File: src/sv/gsp_pkg.sv
// gsp_pkg: shared types, widths and constants of the gas sensor ppm converter
// used by gsp_div, gsp_log2 and gas_sensor_ppm_converter
`default_nettype none
package gsp_pkg;

    localparam int ADC_W      = 10;
    localparam int CFG_W      = 16;
    localparam int CFG_IDX_W  = 3;
    localparam int RES_W      = 32;
    localparam int SUM_W      = 38;
    localparam int CNT_W      = 6;
    localparam int CONC_W     = 16;
    localparam int DIV_NUM_W  = 40;
    localparam int DIV_DEN_W  = 16;
    localparam int DIV_CNT_W  = 6;
    localparam int LOG_IN_W   = 32;
    localparam int LOG_INT_W  = 5;
    localparam int LOG_FRAC_W = 16;
    localparam int LOG_W      = LOG_INT_W + LOG_FRAC_W;
    localparam int PROD_W     = 38;
    localparam int E_W        = 42;
    localparam int D_W        = 24;

    localparam int CAL_SAMPLES_DEF  = 50;
    localparam int MEAS_SAMPLES_DEF = 5;

    localparam logic [ADC_W-1:0]   ADC_FULL    = 10'd1023;
    localparam logic [RES_W-1:0]   RES_SAT     = 32'hFFFF_FFFF;
    localparam logic [CONC_W-1:0]  CONC_MAX    = 16'hFFFF;
    localparam logic signed [15:0] LOG10_2_Q16 = 16'sd19728;
    localparam int                 E_LIMIT     = 16 * 19728;

    localparam logic [CFG_W-1:0] LOAD_RES_RST  = 16'd1280;
    localparam logic [CFG_W-1:0] CAF_RST       = 16'd2516;
    localparam logic [CFG_W-1:0] LPG_X_RST     = 16'd9421;
    localparam logic [CFG_W-1:0] LPG_Y_RST     = 16'd860;
    localparam logic [CFG_W-1:0] LPG_SLOPE_RST = 16'hF87B;
    localparam logic [CFG_W-1:0] SMK_X_RST     = 16'd9421;
    localparam logic [CFG_W-1:0] SMK_Y_RST     = 16'd2171;
    localparam logic [CFG_W-1:0] SMK_SLOPE_RST = 16'hF8F6;

    typedef enum logic [CFG_IDX_W-1:0] {
        CFG_LOAD_RES, CFG_CAF, CFG_LPG_X, CFG_LPG_Y, CFG_LPG_SLOPE,
        CFG_SMK_X, CFG_SMK_Y, CFG_SMK_SLOPE
    } t_cfg_idx;

    typedef enum logic [1:0] {
        STS_OK, STS_ZERO_ADC, STS_NO_CAL, STS_SAT
    } t_status;

    typedef enum logic {
        KIND_CAL, KIND_MEAS
    } t_kind;

    typedef enum logic [1:0] {
        GAS_LPG, GAS_SMOKE
    } t_gas;

    typedef enum logic [4:0] {
        ST_IDLE, ST_SDIV, ST_ACC, ST_AVG, ST_RODIV, ST_CFIN, ST_LRS, ST_LRO,
        ST_LR, ST_DST, ST_CDIV, ST_ECHK, ST_BS, ST_BLOG, ST_BCMP, ST_OUT
    } t_state;

    typedef enum logic [1:0] {
        LG_IDLE, LG_NORM, LG_SQ
    } t_log_state;

    typedef struct packed {
        logic                 start;
        logic [DIV_NUM_W-1:0] num;
        logic [DIV_DEN_W-1:0] den;
    } t_div_req;

    typedef struct packed {
        logic                 done;
        logic [DIV_NUM_W-1:0] quo;
    } t_div_rsp;

    typedef struct packed {
        logic                start;
        logic [LOG_IN_W-1:0] val;
    } t_log_req;

    typedef struct packed {
        logic             done;
        logic [LOG_W-1:0] lg;
    } t_log_rsp;

endpackage
`default_nettype wire

File: src/sv/gsp_div.sv
// gsp_div: bit-serial restoring divider, one quotient bit per cycle
// depends on gsp_pkg
`default_nettype none
module gsp_div (
    input  wire logic              i_clk,
    input  wire logic              i_rst_n,
    input  wire gsp_pkg::t_div_req i_req,
    output gsp_pkg::t_div_rsp      o_rsp
);
    localparam int NW = gsp_pkg::DIV_NUM_W;
    localparam int DW = gsp_pkg::DIV_DEN_W;

    logic                               r_busy, n_busy;
    logic                               r_done, n_done;
    logic [gsp_pkg::DIV_CNT_W-1:0]      r_cnt, n_cnt;
    logic [DW-1:0]                      r_rem, n_rem;
    logic [DW-1:0]                      r_den, n_den;
    logic [NW-1:0]                      r_quo, n_quo;
    logic [DW:0]                        w_trial, w_diff;
    logic                               w_ge;

    assign w_trial = {r_rem, r_quo[NW-1]};
    assign w_ge    = w_trial >= {1'b0, r_den};
    assign w_diff  = w_trial - {1'b0, r_den};

    always_comb begin
        n_busy = r_busy;
        n_done = 1'b0;
        n_cnt  = r_cnt;
        n_rem  = r_rem;
        n_den  = r_den;
        n_quo  = r_quo;
        if (i_req.start) begin
            n_busy = 1'b1;
            n_cnt  = '0;
            n_rem  = '0;
            n_den  = i_req.den;
            n_quo  = i_req.num;
        end else if (r_busy) begin
            n_rem = w_ge ? w_diff[DW-1:0] : w_trial[DW-1:0];
            n_quo = {r_quo[NW-2:0], w_ge};
            n_cnt = r_cnt + 1'b1;
            if (r_cnt == gsp_pkg::DIV_CNT_W'(NW - 1)) begin
                n_busy = 1'b0;
                n_done = 1'b1;
            end
        end
    end

    always_ff @(posedge i_clk) begin
        if (!i_rst_n) begin
            r_busy <= 1'b0;
            r_done <= 1'b0;
        end else begin
            r_busy <= n_busy;
            r_done <= n_done;
        end
    end

    always_ff @(posedge i_clk) begin
        r_cnt <= n_cnt;
        r_rem <= n_rem;
        r_den <= n_den;
        r_quo <= n_quo;
    end

    assign o_rsp.done = r_done;
    assign o_rsp.quo  = r_quo;

endmodule
`default_nettype wire

File: src/sv/gsp_log2.sv
// gsp_log2: serial log2 in Q16, normalize one bit per cycle then one squaring per bit
// depends on gsp_pkg
`default_nettype none
module gsp_log2 (
    input  wire logic              i_clk,
    input  wire logic              i_rst_n,
    input  wire gsp_pkg::t_log_req i_req,
    output gsp_pkg::t_log_rsp      o_rsp
);
    localparam int MW = gsp_pkg::LOG_IN_W;
    localparam int FW = gsp_pkg::LOG_FRAC_W;

    gsp_pkg::t_log_state            r_state, n_state;
    logic                           r_done, n_done;
    logic [MW-1:0]                  r_m, n_m;
    logic [gsp_pkg::LOG_INT_W-1:0]  r_n, n_n;
    logic [FW-1:0]                  r_frac, n_frac;
    logic [3:0]                     r_it, n_it;
    logic [2*MW-3:0]                w_prod;
    logic [MW-1:0]                  w_sq;

    assign w_prod = r_m[MW-2:0] * r_m[MW-2:0];
    assign w_sq   = w_prod[2*MW-3:MW-2];

    always_comb begin
        n_state = r_state;
        n_done  = 1'b0;
        n_m     = r_m;
        n_n     = r_n;
        n_frac  = r_frac;
        n_it    = r_it;
        unique case (r_state)
            gsp_pkg::LG_IDLE: begin
                if (i_req.start) begin
                    n_m     = i_req.val;
                    n_n     = '1;
                    n_state = gsp_pkg::LG_NORM;
                end
            end
            gsp_pkg::LG_NORM: begin
                if (r_m[MW-1]) begin
                    n_m     = {1'b0, r_m[MW-1:1]};
                    n_it    = '0;
                    n_state = gsp_pkg::LG_SQ;
                end else begin
                    n_m = {r_m[MW-2:0], 1'b0};
                    n_n = r_n - 1'b1;
                end
            end
            gsp_pkg::LG_SQ: begin
                n_m    = w_sq[MW-1] ? {1'b0, w_sq[MW-1:1]} : w_sq;
                n_frac = {r_frac[FW-2:0], w_sq[MW-1]};
                n_it   = r_it + 1'b1;
                if (r_it == 4'(FW - 1)) begin
                    n_done  = 1'b1;
                    n_state = gsp_pkg::LG_IDLE;
                end
            end
            default: n_state = gsp_pkg::LG_IDLE;
        endcase
    end

    always_ff @(posedge i_clk) begin
        if (!i_rst_n) begin
            r_state <= gsp_pkg::LG_IDLE;
            r_done  <= 1'b0;
        end else begin
            r_state <= n_state;
            r_done  <= n_done;
        end
    end

    always_ff @(posedge i_clk) begin
        r_m    <= n_m;
        r_n    <= n_n;
        r_frac <= n_frac;
        r_it   <= n_it;
    end

    assign o_rsp.done = r_done;
    assign o_rsp.lg   = {r_n, r_frac};

endmodule
`default_nettype wire

File: src/sv/gas_sensor_ppm_converter.sv
// gas_sensor_ppm_converter: top level, window sums, calibration and log-log curve sequencer
// depends on gsp_pkg, gsp_div, gsp_log2
//
//  channel   group    dir  transaction holds
//  input     s_axis   in   tdata adc_sample, tuser mode and gas_select
//  result    m_axis   out  tdata resistance, concentration, status; tuser result_kind
//  config    i_cfg_*  in   register index and 16-bit value, one write per cycle
//
// each nonzero sample is converted to a resistance by the 40-step serial divider
// a window end runs the average divide, then the Ro divide in calibration, or in
// measurement two serial logs, one divide and a binary search of up to 16 steps
// with one log per step
// synchronous active-low reset; a finished result waits in the output register
// while the next sample is taken, and the block stalls only when a new result is ready before the last is taken
`default_nettype none
module gas_sensor_ppm_converter #(
    parameter int CALIBRATION_SAMPLES = gsp_pkg::CAL_SAMPLES_DEF,
    parameter int MEASURE_SAMPLES     = gsp_pkg::MEAS_SAMPLES_DEF
) (
    input  wire logic        i_clk,
    input  wire logic        i_rst_n,
    input  wire logic        s_axis_tvalid,
    output logic             s_axis_tready,
    input  wire logic [15:0] s_axis_tdata,   // [9:0] adc_sample
    input  wire logic [2:0]  s_axis_tuser,   // [0] mode, [2:1] gas_select
    output logic             m_axis_tvalid,
    input  wire logic        m_axis_tready,
    output logic [55:0]      m_axis_tdata,   // [31:0] resistance, [47:32] concentration,
                                             // [49:48] status
    output logic [0:0]       m_axis_tuser,   // [0] result_kind
    input  wire logic        i_cfg_we,
    input  wire logic [2:0]  i_cfg_addr,
    input  wire logic [15:0] i_cfg_wdata
);
    localparam int RW = gsp_pkg::RES_W;
    localparam int NW = gsp_pkg::DIV_NUM_W;
    localparam int CW = gsp_pkg::CNT_W;

    logic [15:0]        r_load_res, r_caf;
    logic signed [15:0] r_lpg_x, r_lpg_y, r_lpg_slope, r_smk_x, r_smk_y, r_smk_slope;

    gsp_pkg::t_state             r_state, n_state;
    logic [1:0]                  r_gas, n_gas;
    logic                        r_mode, n_mode;
    logic                        r_wmode, n_wmode;
    logic [gsp_pkg::SUM_W-1:0]   r_sum, n_sum;
    logic [CW-1:0]               r_cnt, n_cnt;
    gsp_pkg::t_status            r_werr, n_werr;
    logic [RW-1:0]               r_samp, n_samp;
    logic [RW-1:0]               r_avg, n_avg;
    logic [RW-1:0]               r_ro, n_ro;
    logic                        r_cal, n_cal;
    logic                        r_sat, n_sat;
    logic [15:0]                 r_conc, n_conc;
    logic [gsp_pkg::LOG_W-1:0]   r_lrs, n_lrs;
    logic signed [gsp_pkg::PROD_W-1:0] r_prod, n_prod;
    logic signed [gsp_pkg::E_W-1:0]    r_e, n_e;
    logic signed [gsp_pkg::D_W-1:0]    r_d, n_d;
    logic                        r_neg, n_neg;
    logic [15:0]                 r_lo, n_lo, r_hi, n_hi, r_mid, n_mid;
    logic                        r_out_valid, n_out_valid;
    logic                        r_out_kind, n_out_kind;
    logic [RW-1:0]               r_out_res, n_out_res;
    logic [15:0]                 r_out_conc, n_out_conc;
    gsp_pkg::t_status            r_out_status, n_out_status;

    gsp_pkg::t_div_req w_div_req;
    gsp_pkg::t_div_rsp w_div_rsp;
    gsp_pkg::t_log_req w_log_req;
    gsp_pkg::t_log_rsp w_log_rsp;

    logic [CW-1:0]               w_size;
    logic signed [15:0]          w_x, w_y, w_slope;
    logic signed [21:0]          w_mul_a;
    logic signed [gsp_pkg::PROD_W-1:0] w_mul_p, w_adj;
    logic signed [21:0]          w_lr;
    logic [25:0]                 w_rl_prod;
    logic [gsp_pkg::D_W-1:0]     w_dmag;
    logic [15:0]                 w_smag;
    logic [gsp_pkg::E_W-1:0]     w_qx;
    logic signed [gsp_pkg::E_W-1:0] w_x16;
    logic [16:0]                 w_mid_sum;
    logic [CW:0]                 w_cnt_inc;
    logic [gsp_pkg::SUM_W-1:0]   w_sum_new;

    gsp_div u_div (
        .i_clk  (i_clk),
        .i_rst_n(i_rst_n),
        .i_req  (w_div_req),
        .o_rsp  (w_div_rsp)
    );

    gsp_log2 u_log (
        .i_clk  (i_clk),
        .i_rst_n(i_rst_n),
        .i_req  (w_log_req),
        .o_rsp  (w_log_rsp)
    );

    // configuration registers
    always_ff @(posedge i_clk) begin
        if (!i_rst_n) begin
            r_load_res  <= gsp_pkg::LOAD_RES_RST;
            r_caf       <= gsp_pkg::CAF_RST;
            r_lpg_x     <= gsp_pkg::LPG_X_RST;
            r_lpg_y     <= gsp_pkg::LPG_Y_RST;
            r_lpg_slope <= gsp_pkg::LPG_SLOPE_RST;
            r_smk_x     <= gsp_pkg::SMK_X_RST;
            r_smk_y     <= gsp_pkg::SMK_Y_RST;
            r_smk_slope <= gsp_pkg::SMK_SLOPE_RST;
        end else if (i_cfg_we) begin
            unique case (gsp_pkg::t_cfg_idx'(i_cfg_addr))
                gsp_pkg::CFG_LOAD_RES:  r_load_res  <= i_cfg_wdata;
                gsp_pkg::CFG_CAF:       r_caf       <= i_cfg_wdata;
                gsp_pkg::CFG_LPG_X:     r_lpg_x     <= i_cfg_wdata;
                gsp_pkg::CFG_LPG_Y:     r_lpg_y     <= i_cfg_wdata;
                gsp_pkg::CFG_LPG_SLOPE: r_lpg_slope <= i_cfg_wdata;
                gsp_pkg::CFG_SMK_X:     r_smk_x     <= i_cfg_wdata;
                gsp_pkg::CFG_SMK_Y:     r_smk_y     <= i_cfg_wdata;
                gsp_pkg::CFG_SMK_SLOPE: r_smk_slope <= i_cfg_wdata;
                default: ;
            endcase
        end
    end

    assign w_size  = r_wmode ? CW'(MEASURE_SAMPLES) : CW'(CALIBRATION_SAMPLES);
    assign w_x     = (r_gas == gsp_pkg::GAS_SMOKE) ? r_smk_x     : r_lpg_x;
    assign w_y     = (r_gas == gsp_pkg::GAS_SMOKE) ? r_smk_y     : r_lpg_y;
    assign w_slope = (r_gas == gsp_pkg::GAS_SMOKE) ? r_smk_slope : r_lpg_slope;

    assign w_mul_a = (r_state == gsp_pkg::ST_LRO)
                   ? $signed({1'b0, r_lrs}) - $signed({1'b0, w_log_rsp.lg})
                   : $signed({1'b0, w_log_rsp.lg});
    assign w_mul_p = w_mul_a * gsp_pkg::LOG10_2_Q16;

    // truncation toward zero of the product over 65536
    assign w_adj   = r_prod + (r_prod[gsp_pkg::PROD_W-1] ? 38'sd65535 : 38'sd0);
    assign w_lr    = w_adj[gsp_pkg::PROD_W-1:16];

    assign w_rl_prod = r_load_res * (gsp_pkg::ADC_FULL - s_axis_tdata[9:0]);
    assign w_dmag    = r_d[gsp_pkg::D_W-1] ? gsp_pkg::D_W'(-r_d) : gsp_pkg::D_W'(r_d);
    assign w_smag    = w_slope[15] ? 16'(-w_slope) : 16'(w_slope);
    assign w_qx      = {2'b00, w_div_rsp.quo};
    assign w_x16     = {{22{w_x[15]}}, w_x, 4'b0000};
    assign w_mid_sum = {1'b0, r_lo} + {1'b0, r_hi} + 17'd1;
    assign w_cnt_inc = {1'b0, r_cnt} + 1'b1;
    assign w_sum_new = r_sum + gsp_pkg::SUM_W'(r_samp);

    always_comb begin
        n_state      = r_state;
        n_gas        = r_gas;
        n_mode       = r_mode;
        n_wmode      = r_wmode;
        n_sum        = r_sum;
        n_cnt        = r_cnt;
        n_werr       = r_werr;
        n_samp       = r_samp;
        n_avg        = r_avg;
        n_ro         = r_ro;
        n_cal        = r_cal;
        n_sat        = r_sat;
        n_conc       = r_conc;
        n_lrs        = r_lrs;
        n_prod       = r_prod;
        n_e          = r_e;
        n_d          = r_d;
        n_neg        = r_neg;
        n_lo         = r_lo;
        n_hi         = r_hi;
        n_mid        = r_mid;
        n_out_valid  = r_out_valid && !m_axis_tready;
        n_out_kind   = r_out_kind;
        n_out_res    = r_out_res;
        n_out_conc   = r_out_conc;
        n_out_status = r_out_status;
        w_div_req    = '0;
        w_log_req    = '0;
        s_axis_tready = 1'b0;

        unique case (r_state)
            gsp_pkg::ST_IDLE: begin
                s_axis_tready = 1'b1;
                if (s_axis_tvalid) begin
                    n_mode  = s_axis_tuser[0];
                    n_gas   = s_axis_tuser[2:1];
                    n_wmode = s_axis_tuser[0];
                    // mode change drops the partial window
                    if (r_cnt != '0 && s_axis_tuser[0] != r_wmode) begin
                        n_sum  = '0;
                        n_cnt  = '0;
                        n_werr = gsp_pkg::STS_OK;
                    end
                    if (s_axis_tdata[9:0] == '0) begin
                        n_samp  = gsp_pkg::RES_SAT;
                        n_werr  = gsp_pkg::STS_ZERO_ADC;
                        n_state = gsp_pkg::ST_ACC;
                    end else begin
                        w_div_req.start = 1'b1;
                        w_div_req.num   = NW'({w_rl_prod, 8'h00});
                        w_div_req.den   = 16'(s_axis_tdata[9:0]);
                        n_state         = gsp_pkg::ST_SDIV;
                    end
                end
            end
            gsp_pkg::ST_SDIV: begin
                if (w_div_rsp.done) begin
                    if (w_div_rsp.quo[NW-1:RW] != '0) begin
                        n_samp = gsp_pkg::RES_SAT;
                        if (r_werr == gsp_pkg::STS_OK) begin
                            n_werr = gsp_pkg::STS_SAT;
                        end
                    end else begin
                        n_samp = w_div_rsp.quo[RW-1:0];
                    end
                    n_state = gsp_pkg::ST_ACC;
                end
            end
            gsp_pkg::ST_ACC: begin
                n_sum = w_sum_new;
                n_cnt = w_cnt_inc[CW-1:0];
                if (w_cnt_inc >= {1'b0, w_size}) begin
                    w_div_req.start = 1'b1;
                    w_div_req.num   = NW'(w_sum_new);
                    w_div_req.den   = 16'(w_size);
                    n_state         = gsp_pkg::ST_AVG;
                end else begin
                    n_state = gsp_pkg::ST_IDLE;
                end
            end
            gsp_pkg::ST_AVG: begin
                if (w_div_rsp.done) begin
                    n_avg = w_div_rsp.quo[RW-1:0];
                    n_sat = 1'b0;
                    n_conc = '0;
                    if (r_mode == gsp_pkg::KIND_CAL) begin
                        if (r_caf == '0) begin
                            n_samp  = gsp_pkg::RES_SAT;
                            n_sat   = 1'b1;
                            n_state = gsp_pkg::ST_CFIN;
                        end else begin
                            w_div_req.start = 1'b1;
                            w_div_req.num   = {w_div_rsp.quo[RW-1:0], 8'h00};
                            w_div_req.den   = r_caf;
                            n_state         = gsp_pkg::ST_RODIV;
                        end
                    end else if (r_gas[1]) begin
                        n_state = gsp_pkg::ST_OUT;
                    end else if (!r_cal) begin
                        n_conc  = gsp_pkg::CONC_MAX;
                        n_state = gsp_pkg::ST_OUT;
                    end else if (w_slope == '0) begin
                        n_conc  = gsp_pkg::CONC_MAX;
                        n_sat   = 1'b1;
                        n_state = gsp_pkg::ST_OUT;
                    end else if (w_div_rsp.quo[RW-1:0] == '0) begin
                        if (w_slope[15]) begin
                            n_conc = gsp_pkg::CONC_MAX;
                            n_sat  = 1'b1;
                        end
                        n_state = gsp_pkg::ST_OUT;
                    end else begin
                        w_log_req.start = 1'b1;
                        w_log_req.val   = w_div_rsp.quo[RW-1:0];
                        n_state         = gsp_pkg::ST_LRS;
                    end
                end
            end
            gsp_pkg::ST_RODIV: begin
                if (w_div_rsp.done) begin
                    if (w_div_rsp.quo[NW-1:RW] != '0) begin
                        n_samp = gsp_pkg::RES_SAT;
                        n_sat  = 1'b1;
                    end else begin
                        n_samp = w_div_rsp.quo[RW-1:0];
                    end
                    n_state = gsp_pkg::ST_CFIN;
                end
            end
            gsp_pkg::ST_CFIN: begin
                n_ro    = r_samp;
                n_cal   = (r_samp != '0);
                n_state = gsp_pkg::ST_OUT;
            end
            gsp_pkg::ST_LRS: begin
                if (w_log_rsp.done) begin
                    n_lrs           = w_log_rsp.lg;
                    w_log_req.start = 1'b1;
                    w_log_req.val   = r_ro;
                    n_state         = gsp_pkg::ST_LRO;
                end
            end
            gsp_pkg::ST_LRO: begin
                if (w_log_rsp.done) begin
                    n_prod  = w_mul_p;
                    n_state = gsp_pkg::ST_LR;
                end
            end
            gsp_pkg::ST_LR: begin
                n_d     = {{2{w_lr[21]}}, w_lr} - {{4{w_y[15]}}, w_y, 4'b0000};
                n_state = gsp_pkg::ST_DST;
            end
            gsp_pkg::ST_DST: begin
                w_div_req.start = 1'b1;
                w_div_req.num   = {4'h0, w_dmag, 12'h000};
                w_div_req.den   = w_smag;
                n_neg           = r_d[gsp_pkg::D_W-1] ^ w_slope[15];
                n_state         = gsp_pkg::ST_CDIV;
            end
            gsp_pkg::ST_CDIV: begin
                if (w_div_rsp.done) begin
                    n_e     = (r_neg ? -$signed(w_qx) : $signed(w_qx)) + w_x16;
                    n_state = gsp_pkg::ST_ECHK;
                end
            end
            gsp_pkg::ST_ECHK: begin
                if (r_e[gsp_pkg::E_W-1]) begin
                    n_conc  = '0;
                    n_state = gsp_pkg::ST_OUT;
                end else if (r_e >= gsp_pkg::E_W'(gsp_pkg::E_LIMIT)) begin
                    n_conc  = gsp_pkg::CONC_MAX;
                    n_sat   = 1'b1;
                    n_state = gsp_pkg::ST_OUT;
                end else begin
                    n_lo    = 16'd1;
                    n_hi    = gsp_pkg::CONC_MAX;
                    n_state = gsp_pkg::ST_BS;
                end
            end
            gsp_pkg::ST_BS: begin
                if (r_lo < r_hi) begin
                    n_mid           = w_mid_sum[16:1];
                    w_log_req.start = 1'b1;
                    w_log_req.val   = gsp_pkg::LOG_IN_W'(w_mid_sum[16:1]);
                    n_state         = gsp_pkg::ST_BLOG;
                end else begin
                    n_conc  = r_lo;
                    n_state = gsp_pkg::ST_OUT;
                end
            end
            gsp_pkg::ST_BLOG: begin
                if (w_log_rsp.done) begin
                    n_prod  = w_mul_p;
                    n_state = gsp_pkg::ST_BCMP;
                end
            end
            gsp_pkg::ST_BCMP: begin
                if (r_prod[gsp_pkg::PROD_W-1:16] <= r_e[21:0]) begin
                    n_lo = r_mid;
                end else begin
                    n_hi = r_mid - 1'b1;
                end
                n_state = gsp_pkg::ST_BS;
            end
            gsp_pkg::ST_OUT: begin
                if (!r_out_valid || m_axis_tready) begin
                    n_out_valid = 1'b1;
                    n_out_kind  = r_mode;
                    n_out_conc  = r_conc;
                    if (r_mode == gsp_pkg::KIND_CAL) begin
                        n_out_res = r_ro;
                        if (r_werr == gsp_pkg::STS_ZERO_ADC) begin
                            n_out_status = gsp_pkg::STS_ZERO_ADC;
                        end else if (r_werr == gsp_pkg::STS_SAT || r_sat) begin
                            n_out_status = gsp_pkg::STS_SAT;
                        end else if (!r_cal) begin
                            n_out_status = gsp_pkg::STS_NO_CAL;
                        end else begin
                            n_out_status = gsp_pkg::STS_OK;
                        end
                    end else begin
                        n_out_res = r_avg;
                        if (r_werr == gsp_pkg::STS_ZERO_ADC) begin
                            n_out_status = gsp_pkg::STS_ZERO_ADC;
                        end else if (!r_cal) begin
                            n_out_status = gsp_pkg::STS_NO_CAL;
                        end else if (r_werr == gsp_pkg::STS_SAT || r_sat) begin
                            n_out_status = gsp_pkg::STS_SAT;
                        end else begin
                            n_out_status = gsp_pkg::STS_OK;
                        end
                    end
                    n_sum   = '0;
                    n_cnt   = '0;
                    n_werr  = gsp_pkg::STS_OK;
                    n_state = gsp_pkg::ST_IDLE;
                end
            end
            default: n_state = gsp_pkg::ST_IDLE;
        endcase
    end

    always_ff @(posedge i_clk) begin
        if (!i_rst_n) begin
            r_state     <= gsp_pkg::ST_IDLE;
            r_wmode     <= 1'b0;
            r_sum       <= '0;
            r_cnt       <= '0;
            r_werr      <= gsp_pkg::STS_OK;
            r_ro        <= '0;
            r_cal       <= 1'b0;
            r_out_valid <= 1'b0;
        end else begin
            r_state     <= n_state;
            r_wmode     <= n_wmode;
            r_sum       <= n_sum;
            r_cnt       <= n_cnt;
            r_werr      <= n_werr;
            r_ro        <= n_ro;
            r_cal       <= n_cal;
            r_out_valid <= n_out_valid;
        end
    end

    always_ff @(posedge i_clk) begin
        r_gas        <= n_gas;
        r_mode       <= n_mode;
        r_samp       <= n_samp;
        r_avg        <= n_avg;
        r_sat        <= n_sat;
        r_conc       <= n_conc;
        r_lrs        <= n_lrs;
        r_prod       <= n_prod;
        r_e          <= n_e;
        r_d          <= n_d;
        r_neg        <= n_neg;
        r_lo         <= n_lo;
        r_hi         <= n_hi;
        r_mid        <= n_mid;
        r_out_kind   <= n_out_kind;
        r_out_res    <= n_out_res;
        r_out_conc   <= n_out_conc;
        r_out_status <= n_out_status;
    end

    assign m_axis_tvalid = r_out_valid;
    assign m_axis_tdata  = {6'b000000, r_out_status, r_out_conc, r_out_res};
    assign m_axis_tuser  = r_out_kind;

`ifndef SYNTHESIS
    a_cnt_in_window: assert property (@(posedge i_clk) disable iff (!i_rst_n)
        (r_state == gsp_pkg::ST_IDLE) |-> (r_cnt < w_size))
        else $error("window count reached size while idle");

    a_div_done_waited: assert property (@(posedge i_clk) disable iff (!i_rst_n)
        w_div_rsp.done |-> (r_state == gsp_pkg::ST_SDIV || r_state == gsp_pkg::ST_AVG ||
                            r_state == gsp_pkg::ST_RODIV || r_state == gsp_pkg::ST_CDIV))
        else $error("divider finished with no sequencer waiting");

    a_log_done_waited: assert property (@(posedge i_clk) disable iff (!i_rst_n)
        w_log_rsp.done |-> (r_state == gsp_pkg::ST_LRS || r_state == gsp_pkg::ST_LRO ||
                            r_state == gsp_pkg::ST_BLOG))
        else $error("log unit finished with no sequencer waiting");

    a_result_loaded: assert property (@(posedge i_clk) disable iff (!i_rst_n)
        (r_state == gsp_pkg::ST_OUT && n_state == gsp_pkg::ST_IDLE) |=> m_axis_tvalid)
        else $error("window finished without a result");
`endif

endmodule
`default_nettype wire
File: config.mk
export PLATFORM = sky130hd
export DESIGN_NAME = gas_sensor_ppm_converter
export DESIGN_NICKNAME = d
export VERILOG_FILES = /design/src/sv/gsp_pkg.sv /design/src/sv/gsp_div.sv /design/src/sv/gsp_log2.sv /design/src/sv/gas_sensor_ppm_converter.sv
export SDC_FILE = /design/constraint.sdc
export NUM_CORES = 2
export LEC_CHECK = 0
export BUFFER_PORTS_ARGS = -buffer_cell sky130_fd_sc_hd__buf_2
export CORE_MARGIN = 4
export CORE_UTILIZATION = 55
export CTS_CLUSTER_SIZE = 30
export DETAILED_ROUTE_END_ITERATION = 16
export PLACE_DENSITY = 0.76
export REMOVE_ABC_BUFFERS = 1
export SETUP_SLACK_MARGIN = 0.1
export SYNTH_ARGS = -nofsm -noshare
export SYNTH_HDL_FRONTEND = slang
export SYNTH_SLANG_ARGS = --single-unit
File: constraint.sdc
create_clock -name i_clk -period 8.71 [get_ports i_clk]
set_input_delay 1.742 -clock i_clk [delete_from_list [all_inputs] [get_ports i_clk]]
set_output_delay 1.742 -clock i_clk [all_outputs]
set_load 0.02 [all_outputs]
==> metrics.md <==
| Metric | Value |
|---|---|
| CP max stage delay | `0.61 ns` |
| Number of max-cap violations | `0` |
| Drt initial violations | `5,045` |
| Worst Path Arrival | `9.11 ns` |
| Register-to-register path setup slack | `0.04 ns` |
| Vias in the first global route | `56,720` |
| Hold EP | `r_out_conc[9]` |
| CP delay by family, top | `adder cells` |
| Final setup violation count | `0` |
| Crit path max-delay cell type | `fa_1` |
| Share of layout cells above drive strength 1 | `8.193%` |
| Starting density of the core | `55.64%` |
| First-pass GRT wire length | `309.2 mm` |
| CTS H-tree depth | `3` |
| Cell taking the most area after synthesis | `fa_1` |
| Worst r2r src | `u_log.r_m[20]` |
| Rows | `132` |
| CTS tree | `yes` |
| Status | `completed` |
| Final std cells w/o fill | `9,531` |
| Sw Ratio | `44.21%` |
| Clock skew | `0.07372 ns` |
| Sequential share of the synthesized area | `23.96%` |
| Placed Cells | `9,341` |
| Final Slew Violations | `0` |
| Met1 Use GR | `38.44%` |
| VDD IR max | `0.1938 mV` |
| FF-to-FF path depth | `29` |
| Worst path bufs/invs | `9` |
| Main area contributors after synthesis | `fa_1 (26%), edfxtp_1 (17%), ha_1 (11%)` |
| Slew HR | `15.65%` |
| Crit share post-route | `99.54%` |
| Clock share of power | `18.9%` |
| Yosys reg bits | `657` |
| Clock sinks | `657` |
| Leakage Power | `36.17 nW` |
| Required time worst endpoint | `9.15 ns` |
| Psw | `0.007445 W` |
| DRC viols | `0` |
| Nets | `9,357` |
| Most frequent CP cell | `fa_1` |
| Hold Path Cell Cnt | `0` |
| RD Place Congestion | `0.9767` |
| End of the worst register-to-register path | `u_log.r_m[5]` |
| Antenna violations before repair | `10` |
| Die width | `370.6 um` |
| Hold Violations, Final | `0` |
| Clk Latency, worst-skew pair | `0.70 ns` |
| CTS Buffer Depth | `3` |
| Fin Hold WS | `0.4178 ns` |
| Post-Syn Area | `72,320 um^2` |
| Final min period | `8.670 ns` |
| Mapped Avg Cell Area | `9.487 um^2` |
| Die Y | `370.6 um` |
| Post-DRT Antenna Nets | `0` |
| Root Buffer | `clkbuf_16` |
| Vias per inst | `5.800` |
| Drt total wl | `197.3 mm` |
| Via Count | `55,280` |
| Crit path max fanout | `10` |
| Met3 Use GR | `5.626%` |
| Min-delay src | `r_conc[9]` |
| Fillers | `10,780` |
| Commonest cells after routing, fill and taps aside | `inv_1 (1,283), fa_1 (915), nand2_1 (903)` |
| RSZ-0062 raised after global routing | `yes` |
| Critical path capture point type | `flip-flop` |
| Die Area | `137,400 um^2` |
| Post-synthesis cell count | `7,623` |
| Reg clk slew, reported paths | `0.06 ns` |
| Number of synthesized flops with an enable pin | `417` |
| I/O pins | `102` |
| Power per cell area | `213.1 nW/um^2` |
| CTS Buf Count | `72` |
| GRT busiest layer | `met2` |
| Slew @ Worst Pin | `1.265 ns` |
| Yosys warns | `0` |
| Async S/R FF share, synth | `0%` |
| Fin util | `60.81%` |
| Critical path class | `flip-flop to flip-flop` |
| Area of the core | `130,000 um^2` |
| Post-detailed-placement half-perimeter wirelength | `152.4 mm` |
| Routed length per instance | `20.70 um` |
| DRT Pass-1 Iters | `10` |
| Fmax | `0.1153 GHz` |
| Total grt overflow | `0` |
| Met2 usage | `46.49%` |
| Port Buf Inserts | `89` |
| Netlist cell types | `90` |
| Ys flop type | `edfxtp_1` |
| Seq pwr share | `25.2%` |
| Worst Setup Start Kind | `flip-flop` |
| Largest net degree at the start of global routing | `113` |
| Share of Yosys cell area claimed by the top area cell type | `25.63%` |
| Syn-to-layout area delta | `9.291%` |
| Internal Power | `0.009395 W` |
| Leading cell type in the layout, fill and taps excluded | `inv_1` |
| GRT Total Usage | `28.71%` |
| Comb pwr share | `55.9%` |
| Hold crit path type | `flip-flop to flip-flop` |
==> worst max path at each step <==
stage                   from       endpoint  slack [ns]  depth (start not counted)
6_report       u_log.r_m[20]   u_log.r_m[5]        0.04                         29
5_1_grt        u_log.r_m[20]   u_log.r_m[6]       -0.14                         28
4_1_cts        u_log.r_m[12]   u_log.r_m[6]         0.1                         26
3_5_place_dp   u_log.r_m[16]   u_log.r_m[5]       -0.16                         28
3_3_place_gp   u_log.r_m[16]   u_log.r_m[6]        -0.1                         28
2_1_floorplan  u_log.r_m[12]  u_log.r_m[24]       -0.68                         28
==> cells in the mapped netlist (16+ instances only) <==
cell / number
nor4_1: 35
nand3_1: 146
o22ai_1: 26
a31oi_1: 38
a21oi_1: 290
clkbuf_1: 301
xor2_1: 107
o21ai_0: 199
a222oi_1: 36
dfxtp_1: 240
a21o_1: 104
inv_1: 1295
a21boi_0: 85
nor2_1: 322
o211ai_1: 22
o41ai_1: 23
nor2b_1: 138
xnor2_1: 227
clkbuf_2: 16
mux2_2: 37
o21a_1: 32
o21bai_1: 32
a211oi_1: 41
edfxtp_1: 417
nand2_1: 910
and2_1: 222
ha_1: 661
nand4_1: 34
mux2i_1: 76
nand2b_1: 122
a22oi_1: 54
fa_1: 926
o31ai_1: 32
or3_1: 61
nor3_1: 60
a211o_1: 19
and3_1: 28
==> repair_timing <==
action,CTS,global route
resized for setup,10,98
pin swaps,16,45
setup endpoints to repair,30,34
hold buffers,0,0
cloned,0,6
buffers inserted,20,29
==> stage by stage <==
step	power (W)	TNS [ns]	setup WS (ns)	cell area, um^2
floorplan	0.01011	-8.123	-0.6784	70990
global placement	0.01277	-0.9607	-0.09778	75580
detailed placement	0.01293	-2.302	-0.1559	75580
CTS	0.01623	0	0.09996	78270
global route	0.01782	-1.596	-0.1381	79030
finish	0.01684	0	0.04045	79040
==> worst register-to-register path: cells and delay by family, from the launching register on <==
kind,cells,cell delay (ns)
fa+ha+maj,9,4.16
simple gates,4,1.18
compound gates,6,1.32
xor+xnor,1,0.21
buf+inv,9,1.06
flops,1,0.49
==> flip-flops by register name, indices dropped and copies added, names as in the netlist, 21 cells and up <==
signal / cells
u_log.r_m: 32
r_sum: 38
r_avg: 32
r_prod: 34
r_out_res: 32
r_d: 23
r_ro: 32
r_lrs: 21
r_samp: 32
u_div.r_quo: 40
r_e: 42
==> area by class of cell <==
class                   instances  area [um^2]  area share, %
multi-input cells            5331        49230          62.29
clock inverters                42        460.4         0.5826
repair buffers                366         2940          3.720
diodes                          2        5.005       0.006332
inverters                    1299         4883          6.179
flip-flops and latches        657        17330          21.92
well taps                    1742         2180          2.758
clock buffers                  92         2011          2.544
==> metal layers <==
| metal | wire (um) | vias to the layer above | part of all wire, % |
|---|---|---|---|
| met4 | 8565 | 8 | 4.3 |
| met2 | 90890 | 2318 | 46 |
| met3 | 18010 | 468 | 9.1 |
| li1 | - | 25120 | - |
| met1 | 79750 | 27370 | 40 |
| met5 | 56 | - | 0.028 |
==> power by group through the flow <==
stage	Combinational [W]	Sequential [W]	Clock, W
6_report	0.00941	0.00425	0.00319
5_1_grt	0.0102	0.00425	0.00336
4_1_cts	0.00880	0.00421	0.00322
3_5_place_dp	0.00866	0.00427	0
3_3_place_gp	0.00852	0.00426	0
2_1_floorplan	0.00599	0.00411	0
==> cell families after synthesis <==
kind of cell | synth area share [%]
compound gates | 10.53
xor+xnor | 4.076
fa+ha+maj | 37.07
buf+inv | 8.602
flops | 23.96
mux | 1.644
other cells | 0.005185
simple gates | 14.12
No activity file was read; power rests on OpenSTA's default activity.
